[config.mk]
export PLATFORM = sky130hd
export DESIGN_NAME = fifo_vertex_cache_hit_counter
export DESIGN_NICKNAME = d
export VERILOG_FILES = /design/src/rtl/core/vch_pkg.sv /design/src/rtl/core/vch_front.sv /design/src/rtl/core/vch_hitq.sv /design/src/rtl/core/vch_back.sv /design/src/rtl/core/fifo_vertex_cache_hit_counter.sv
export SDC_FILE = /design/constraint.sdc
export NUM_CORES = 2
export LEC_CHECK = 0
export BUFFER_PORTS_ARGS = -buffer_cell sky130_fd_sc_hd__buf_2
export CAP_MARGIN = 30
export CORE_ASPECT_RATIO = 0.8
export CORE_MARGIN = 4
export CORE_UTILIZATION = 63
export DETAILED_ROUTE_END_ITERATION = 10
export GPL_ROUTABILITY_DRIVEN = 0
export HOLD_SLACK_MARGIN = 0.15
export MAX_ROUTING_LAYER = met4
export PLACE_DENSITY = 0.8
export RECOVER_POWER = 50
export SYNTH_ARGS = -nofsm -noshare
export SYNTH_HDL_FRONTEND = slang
export SYNTH_SLANG_ARGS = --single-unit
[constraint.sdc]
create_clock -name clk_i -period 6.4 [get_ports clk_i]
set_input_delay 0.64 -clock clk_i [delete_from_list [all_inputs] [get_ports clk_i]]
set_output_delay 0.64 -clock clk_i [all_outputs]
set_load 0.1 [all_outputs]
[src/rtl/core/vch_pkg.sv]
// Shared types and constants for the FIFO vertex cache hit counter.
// No dependencies; every other file of the block imports this package.
`timescale 1ns / 1ps

package vch_pkg;

  localparam int MAX_ENTRIES = 32;
  localparam int IDX_W       = (MAX_ENTRIES > 1) ? $clog2(MAX_ENTRIES) : 1;
  localparam int CNT_W       = $clog2(MAX_ENTRIES + 1);

  localparam int CFG_W = 6;
  localparam int VTX_W = 32;
  localparam int TOT_W = 32;

  localparam logic [CFG_W-1:0] CFG_RESET = CFG_W'(16);
  localparam logic [TOT_W-1:0] TOT_MAX   = '1;

  // front -> hit queue
  typedef struct packed {
    logic push;
    logic hit;
  } hq_wr_t;

  // hit queue -> front / back
  typedef struct packed {
    logic full;
    logic empty;
    logic hit;
  } hq_stat_t;

  typedef struct packed {
    logic             was_hit;
    logic [TOT_W-1:0] hit_total;
    logic [TOT_W-1:0] miss_total;
  } res_t;

  function automatic logic [TOT_W-1:0] sat_inc(input logic [TOT_W-1:0] v);
    return (v == TOT_MAX) ? v : v + TOT_W'(1);
  endfunction

endpackage

[src/rtl/core/vch_front.sv]
// Front end: size register, entry store, parallel lookup and FIFO replacement.
// Depends on vch_pkg.
`timescale 1ns / 1ps

module vch_front (
  input  logic                      clk_i,
  input  logic                      rst_ni,
  input  logic                      cfg_we_i,
  input  logic [vch_pkg::CFG_W-1:0] cfg_data_i,
  input  logic                      push_i,
  input  logic [vch_pkg::VTX_W-1:0] vertex_index_i,
  input  vch_pkg::hq_stat_t         hq_stat_i,
  output logic                      full_o,
  output vch_pkg::hq_wr_t           hq_wr_o
);
  import vch_pkg::*;

  logic [CFG_W-1:0] cfg_q;
  logic [VTX_W-1:0] entry_q [MAX_ENTRIES];
  logic [CNT_W-1:0] fill_q, fill_d;
  logic [IDX_W-1:0] wptr_q, wptr_d;

  logic [CNT_W-1:0] size, valid_n, nxt;
  logic [IDX_W-1:0] pos;
  logic             hit, accept;

  assign full_o = hq_stat_i.full;
  assign accept = push_i && !hq_stat_i.full;

  always_comb begin
    if (cfg_q == '0) begin
      size = CNT_W'(1);
    end else if (int'(cfg_q) > MAX_ENTRIES) begin
      size = CNT_W'(MAX_ENTRIES);
    end else begin
      size = CNT_W'(cfg_q);
    end
    valid_n = (fill_q < size) ? fill_q : size;
  end

  always_comb begin
    hit = 1'b0;
    for (int i = 0; i < MAX_ENTRIES; i++) begin
      if ((CNT_W'(i) < valid_n) && (entry_q[i] == vertex_index_i)) hit = 1'b1;
    end
  end

  // a pointer left past a shrunk size restarts at entry zero
  always_comb begin
    pos    = (CNT_W'(wptr_q) < size) ? wptr_q : '0;
    nxt    = CNT_W'(pos) + CNT_W'(1);
    wptr_d = wptr_q;
    fill_d = fill_q;
    if (accept && !hit) begin
      wptr_d = (nxt >= size) ? '0 : nxt[IDX_W-1:0];
      if (fill_q < size) fill_d = fill_q + CNT_W'(1);
    end
  end

  always_ff @(posedge clk_i or negedge rst_ni) begin
    if (!rst_ni) begin
      cfg_q  <= CFG_RESET;
      fill_q <= '0;
      wptr_q <= '0;
    end else begin
      if (cfg_we_i) cfg_q <= cfg_data_i;
      fill_q <= fill_d;
      wptr_q <= wptr_d;
    end
  end

  always_ff @(posedge clk_i) begin
    if (accept && !hit) entry_q[pos] <= vertex_index_i;
  end

  assign hq_wr_o.push = accept;
  assign hq_wr_o.hit  = hit;

endmodule

[src/rtl/core/vch_hitq.sv]
// Two-entry queue of hit flags between the lookup front end and the counters.
// Depends on vch_pkg.
`timescale 1ns / 1ps

module vch_hitq (
  input  logic              clk_i,
  input  logic              rst_ni,
  input  vch_pkg::hq_wr_t   hq_wr_i,
  input  logic              pop_i,
  output vch_pkg::hq_stat_t hq_stat_o
);
  import vch_pkg::*;

  logic [1:0] slot_q;
  logic       wr_q, rd_q;
  logic [1:0] cnt_q;
  logic       do_push, do_pop;

  assign hq_stat_o.full  = (cnt_q == 2'd2);
  assign hq_stat_o.empty = (cnt_q == 2'd0);
  assign hq_stat_o.hit   = slot_q[rd_q];

  assign do_push = hq_wr_i.push && (cnt_q != 2'd2);
  assign do_pop  = pop_i && (cnt_q != 2'd0);

  always_ff @(posedge clk_i or negedge rst_ni) begin
    if (!rst_ni) begin
      wr_q  <= 1'b0;
      rd_q  <= 1'b0;
      cnt_q <= 2'd0;
    end else begin
      if (do_push) wr_q <= ~wr_q;
      if (do_pop)  rd_q <= ~rd_q;
      cnt_q <= cnt_q + 2'(do_push) - 2'(do_pop);
    end
  end

  always_ff @(posedge clk_i) begin
    if (do_push) slot_q[wr_q] <= hq_wr_i.hit;
  end

endmodule

[src/rtl/core/vch_back.sv]
// Back end: saturating hit and miss counters and the two-entry result queue.
// Depends on vch_pkg.
`timescale 1ns / 1ps

module vch_back (
  input  logic              clk_i,
  input  logic              rst_ni,
  input  vch_pkg::hq_stat_t hq_stat_i,
  output logic              hq_pop_o,
  input  logic              pop_i,
  output logic              empty_o,
  output vch_pkg::res_t     res_o
);
  import vch_pkg::*;

  logic [TOT_W-1:0] hit_q, hit_d, miss_q, miss_d;
  res_t             oq_q [2];
  logic             wr_q, rd_q;
  logic [1:0]       cnt_q;
  logic             take, do_pop;

  assign take   = !hq_stat_i.empty && (cnt_q != 2'd2);
  assign do_pop = pop_i && (cnt_q != 2'd0);

  assign hq_pop_o = take;
  assign empty_o  = (cnt_q == 2'd0);
  assign res_o    = oq_q[rd_q];

  always_comb begin
    hit_d  = hit_q;
    miss_d = miss_q;
    if (take) begin
      if (hq_stat_i.hit) hit_d = sat_inc(hit_q);
      else               miss_d = sat_inc(miss_q);
    end
  end

  always_ff @(posedge clk_i or negedge rst_ni) begin
    if (!rst_ni) begin
      hit_q  <= '0;
      miss_q <= '0;
      wr_q   <= 1'b0;
      rd_q   <= 1'b0;
      cnt_q  <= 2'd0;
    end else begin
      hit_q  <= hit_d;
      miss_q <= miss_d;
      if (take)   wr_q <= ~wr_q;
      if (do_pop) rd_q <= ~rd_q;
      cnt_q <= cnt_q + 2'(take) - 2'(do_pop);
    end
  end

  always_ff @(posedge clk_i) begin
    if (take) begin
      oq_q[wr_q].was_hit    <= hq_stat_i.hit;
      oq_q[wr_q].hit_total  <= hit_d;
      oq_q[wr_q].miss_total <= miss_d;
    end
  end

endmodule

[src/rtl/core/fifo_vertex_cache_hit_counter.sv]
// FIFO vertex cache hit counter. An item's hit flag is registered in the hit queue, then
// its totals in the result queue. Throughput: one item per cycle unless a queue is full,
// set by the front end's combinational compare of all entries and in-place replacement.
// Reset (async, active low) clears fill count, write pointer, counters and queues;
// the size register returns to 16. Entry contents are not cleared.
`timescale 1ns / 1ps

module fifo_vertex_cache_hit_counter (
  input  logic                      clk_i,
  input  logic                      rst_ni,
  input  logic                      cfg_we_i,
  input  logic [vch_pkg::CFG_W-1:0] cfg_data_i,
  input  logic                      push,
  output logic                      full,
  input  logic [vch_pkg::VTX_W-1:0] vertex_index_i,
  output logic                      empty,
  input  logic                      pop,
  output logic                      was_hit_o,
  output logic [vch_pkg::TOT_W-1:0] hit_total_o,
  output logic [vch_pkg::TOT_W-1:0] miss_total_o
);
  import vch_pkg::*;

  hq_wr_t   hq_wr;
  hq_stat_t hq_stat;
  logic     hq_pop;
  res_t     res;

  vch_front u_front (
    .clk_i          (clk_i),
    .rst_ni         (rst_ni),
    .cfg_we_i       (cfg_we_i),
    .cfg_data_i     (cfg_data_i),
    .push_i         (push),
    .vertex_index_i (vertex_index_i),
    .hq_stat_i      (hq_stat),
    .full_o         (full),
    .hq_wr_o        (hq_wr)
  );

  vch_hitq u_hitq (
    .clk_i     (clk_i),
    .rst_ni    (rst_ni),
    .hq_wr_i   (hq_wr),
    .pop_i     (hq_pop),
    .hq_stat_o (hq_stat)
  );

  vch_back u_back (
    .clk_i     (clk_i),
    .rst_ni    (rst_ni),
    .hq_stat_i (hq_stat),
    .hq_pop_o  (hq_pop),
    .pop_i     (pop),
    .empty_o   (empty),
    .res_o     (res)
  );

  assign was_hit_o    = res.was_hit;
  assign hit_total_o  = res.hit_total;
  assign miss_total_o = res.miss_total;

endmodule

==> metrics <==
CTS root buf clkbuf_16; first-pass GRT wire length 184,000 um; number of port buffers 109; clk_lat worst skew 0.70 ns; Data required, critical path 6.77 ns; cts bufs inserted 115; Final Skew 0.0253 ns; floorplan core area 82,800 um^2; Fin. Hold Viols 0; pwr/cell area 377 nW/um^2; WHS 0.235 ns; static leakage 0.0191 uW; DP HPWL 73,500 um; Synth Register Bits 1,245; worst rel slew slack -95.3%; Peak Freq 162 MHz; drc violations 0; Crit. End Element register; maximum clock path buffer count 3; Setup Viol. Count Final 0; Yosys cell types 65; total negative slack 0 ns; die height 267 um; final wirelength 123,000 um; I/O pins 110; Cells on Worst Hold Path 2; WL/cell 26.0 um; Setup crit start kind input port; Yosys top cell area share 65.6%; period utilization 96.5%; layout cells sized above 1 11.7%; Die Wd 332 um; max_cap viols 39; number of enable flip-flop cells after synthesis 1,156; largest net degree at the start of global routing 55; clk sink count 1,245; GRT overflow 0; Synth Flop Type edfxtp_1; warnings from Yosys 0; Data arrival, critical path 6.54 ns; Post-synth ARST share 7.15%; Reg2Reg Depth 15; measured slew at the worst slew-check pin 2.93 ns; DR vias 29,330; VDD IR max 0.802 mV; status finished with violations; critical path fanouts, max 26; fill count 5,219; All-Layer GR Usage 28.4%; Synth area leader edfxtp_1; failing checks capacitance limit, slew limit; Final Util 70.9%; Placement Rows 94; Post-Syn Instances 3,355; area added between synthesis and finish 10.9%; post-layout min period 6.17 ns; CTS tree done; die area 88,700 um^2; synth top area cells edfxtp_1 (66%), xnor2_1 (12%), xor2_1 (6.7%), dfrtp_1 (4.2%), nand4_1 (2.3%); Avg Inst Size Synth 15.8 um^2; Slew Limit Fails 1,014; clock-pin slew on the worst setup and hold paths 0.06 ns; remaining antenna violation count after routing 0; nets 3,613; drt initial violations 3,492; routed vias/inst 6.17; Worst Hold Class in -> reg; RSZ-0062 raised after global routing no; number of global-route vias before repair 29,489; Mapped Area 52,900 um^2; Worst Setup Path Type in -> reg; antenna violations before repair 0; post-CTS setup repair buffer count 0; First-pass DRT Iterations 11; sequential area share after synthesis 69.8%; Syn Nets 3,424; H-tree depth 3; Initial Util 63.9%
==> cells in the mapped netlist (7+ instances only) <==
cell      number
inv_1         24
mux2_2        80
xnor2_1      700
buf_2         97
ha_1          26
nor2b_1        7
o32ai_1        7
dfrtp_1       88
xor2_1       403
buf_4         22
a21oi_1       17
nand4_1      198
and3_1        27
clkbuf_1      38
o21ai_0       12
nand2_1       92
nand3_1       33
nor2_1        69
edfxtp_1    1156
nor3_1        17
nor4_1       144
==> worst paths after layout <==
check | slack [ns] | end | from
max in group asynchronous | 1.39 | u_back.rd_q$_DFFE_PN0P_ | rst_ni
min in group asynchronous | 1.14 | u_back.miss_q[9]$_DFF_PN0_ | rst_ni
min reg2reg | 0.49 | u_hitq.wr_q$_DFFE_PN0P_ | u_hitq.wr_q$_DFFE_PN0P_
max | 0.23 | u_front.entry_q[27][6]$_DFFE_PP_ | vertex_index_i[6]
max reg2reg | 0.34 | u_front.entry_q[27][6]$_DFFE_PP_ | u_front.cfg_q[5]$_DFFE_PN0P_
min | 0.23 | u_front.cfg_q[3]$_DFFE_PN0P_ | cfg_data_i[3]
==> where the power goes <==
part           internal, uW  leakage [uW]  switching (uW)
Combinational          1290       0.00561            4090
Clock                  3660       0.00177            2910
Sequential             9850        0.0117             373
==> what timing repair did <==
item	CTS	global route
endpoints found under the hold margin	34	0
hold buffers	1	0
gates resized for setup	0	0
==> layout by cell type, fill, tap and decap left out, types with 4 or more instances in the layout <==
master,n
clkbuf_1,106
clkinv_2,22
o22ai_1,4
xnor2_1,700
o211ai_1,4
buf_4,59
mux2_2,78
or3_1,6
bufinv_16,7
nand4_1,198
o21a_1,6
nand3_1,33
mux2i_1,6
dfrtp_1,87
nand2b_1,6
edfxtp_1,1156
and3_1,27
o32ai_1,7
a21oi_1,16
ha_1,26
clkinv_1,27
clkbuf_16,116
a211oi_1,5
clkbuf_8,4
nor4_1,144
nor2_1,53
clkinvlp_4,4
and4_1,5
buf_12,22
o2111ai_1,4
nand2_1,92
xor2_1,403
inv_1,24
o21ai_0,12
nor3_1,17
buf_2,75
nor2b_1,6
nor2_2,16
==> layout make-up <==
class	count	area, um^2	area share [%]
sequential	1245	36900	62.9
multi-input combinational	1924	15100	25.8
clock buffer	149	3070	5.22
timing repair buffer	234	1560	2.65
tap	1104	1380	2.35
clock inverter	68	549	0.935
inverter	24	90.1	0.153
antenna	3	7.51	0.0128
==> registers in the layout (all words and copies together), names as in the netlist <==
signal,cells
u_front.entry_q,1024
u_back.oq_q,130
u_back.hit_q,32
u_back.miss_q,32
u_front.cfg_q,6
u_front.fill_q,6
u_front.wptr_q,5
u_back.cnt_q,2
u_hitq.cnt_q,2
u_hitq.slot_q,2
u_back.rd_q,1
u_back.wr_q,1
u_hitq.rd_q,1
u_hitq.wr_q,1
==> through the flow <==
stage / instance area [um^2] / power, uW / std cells / setup WS, ns
after global routing: 58700 / 22900 / 4748 / 0.0700
after detailed placement: 55400 / 15700 / 4530 / 0.554
after global placement: 55400 / 15500 / 4529 / 0.865
final: 58700 / 22200 / 4751 / 0.225
after CTS: 59100 / 22200 / 4748 / 0.534
after floorplan: 52900 / 14400 / 3355 / 0.753
==> critical path, stage by stage <==
cell and delay, ns:
clkbuf_1 0.92, clkbuf_1 1.49, xor2_1 0.23, nor4_1 0.09, nand4_1 0.28, nor2_1 0.10, a32oi_1 0.22, o221ai_1 0.14
nand4bb_1 0.34, nor4_4 0.31, nand3_2 0.60, nor2_2 0.72, buf_4 0.39
==> cell families (layout without fill, tap and decap cells) <==
logic type | after synthesis | after routing | share of synthesized area [%]
mux | 86 | 86 | 1.82
compound gates | 86 | 86 | 1.19
simple gates | 623 | 623 | 6.61
buf+inv | 186 | 475 | 1.72
other cells | 0 | 3 | 0
flops | 1245 | 1245 | 69.8
xor+xnor | 1103 | 1103 | 18.3
fa+ha+maj | 26 | 26 | 0.615
==> layer usage <==
layer  GRT usage, %  part of all wire, %  vias up
met3           4.40                  8.2      304
met2           44.4                   47     1415
met4           8.55                  3.0        0
met1           39.3                   42    14905
met5              -                    0        -
li1               -                    -    12706
Note: power is estimated with default switching activity, not from simulation.
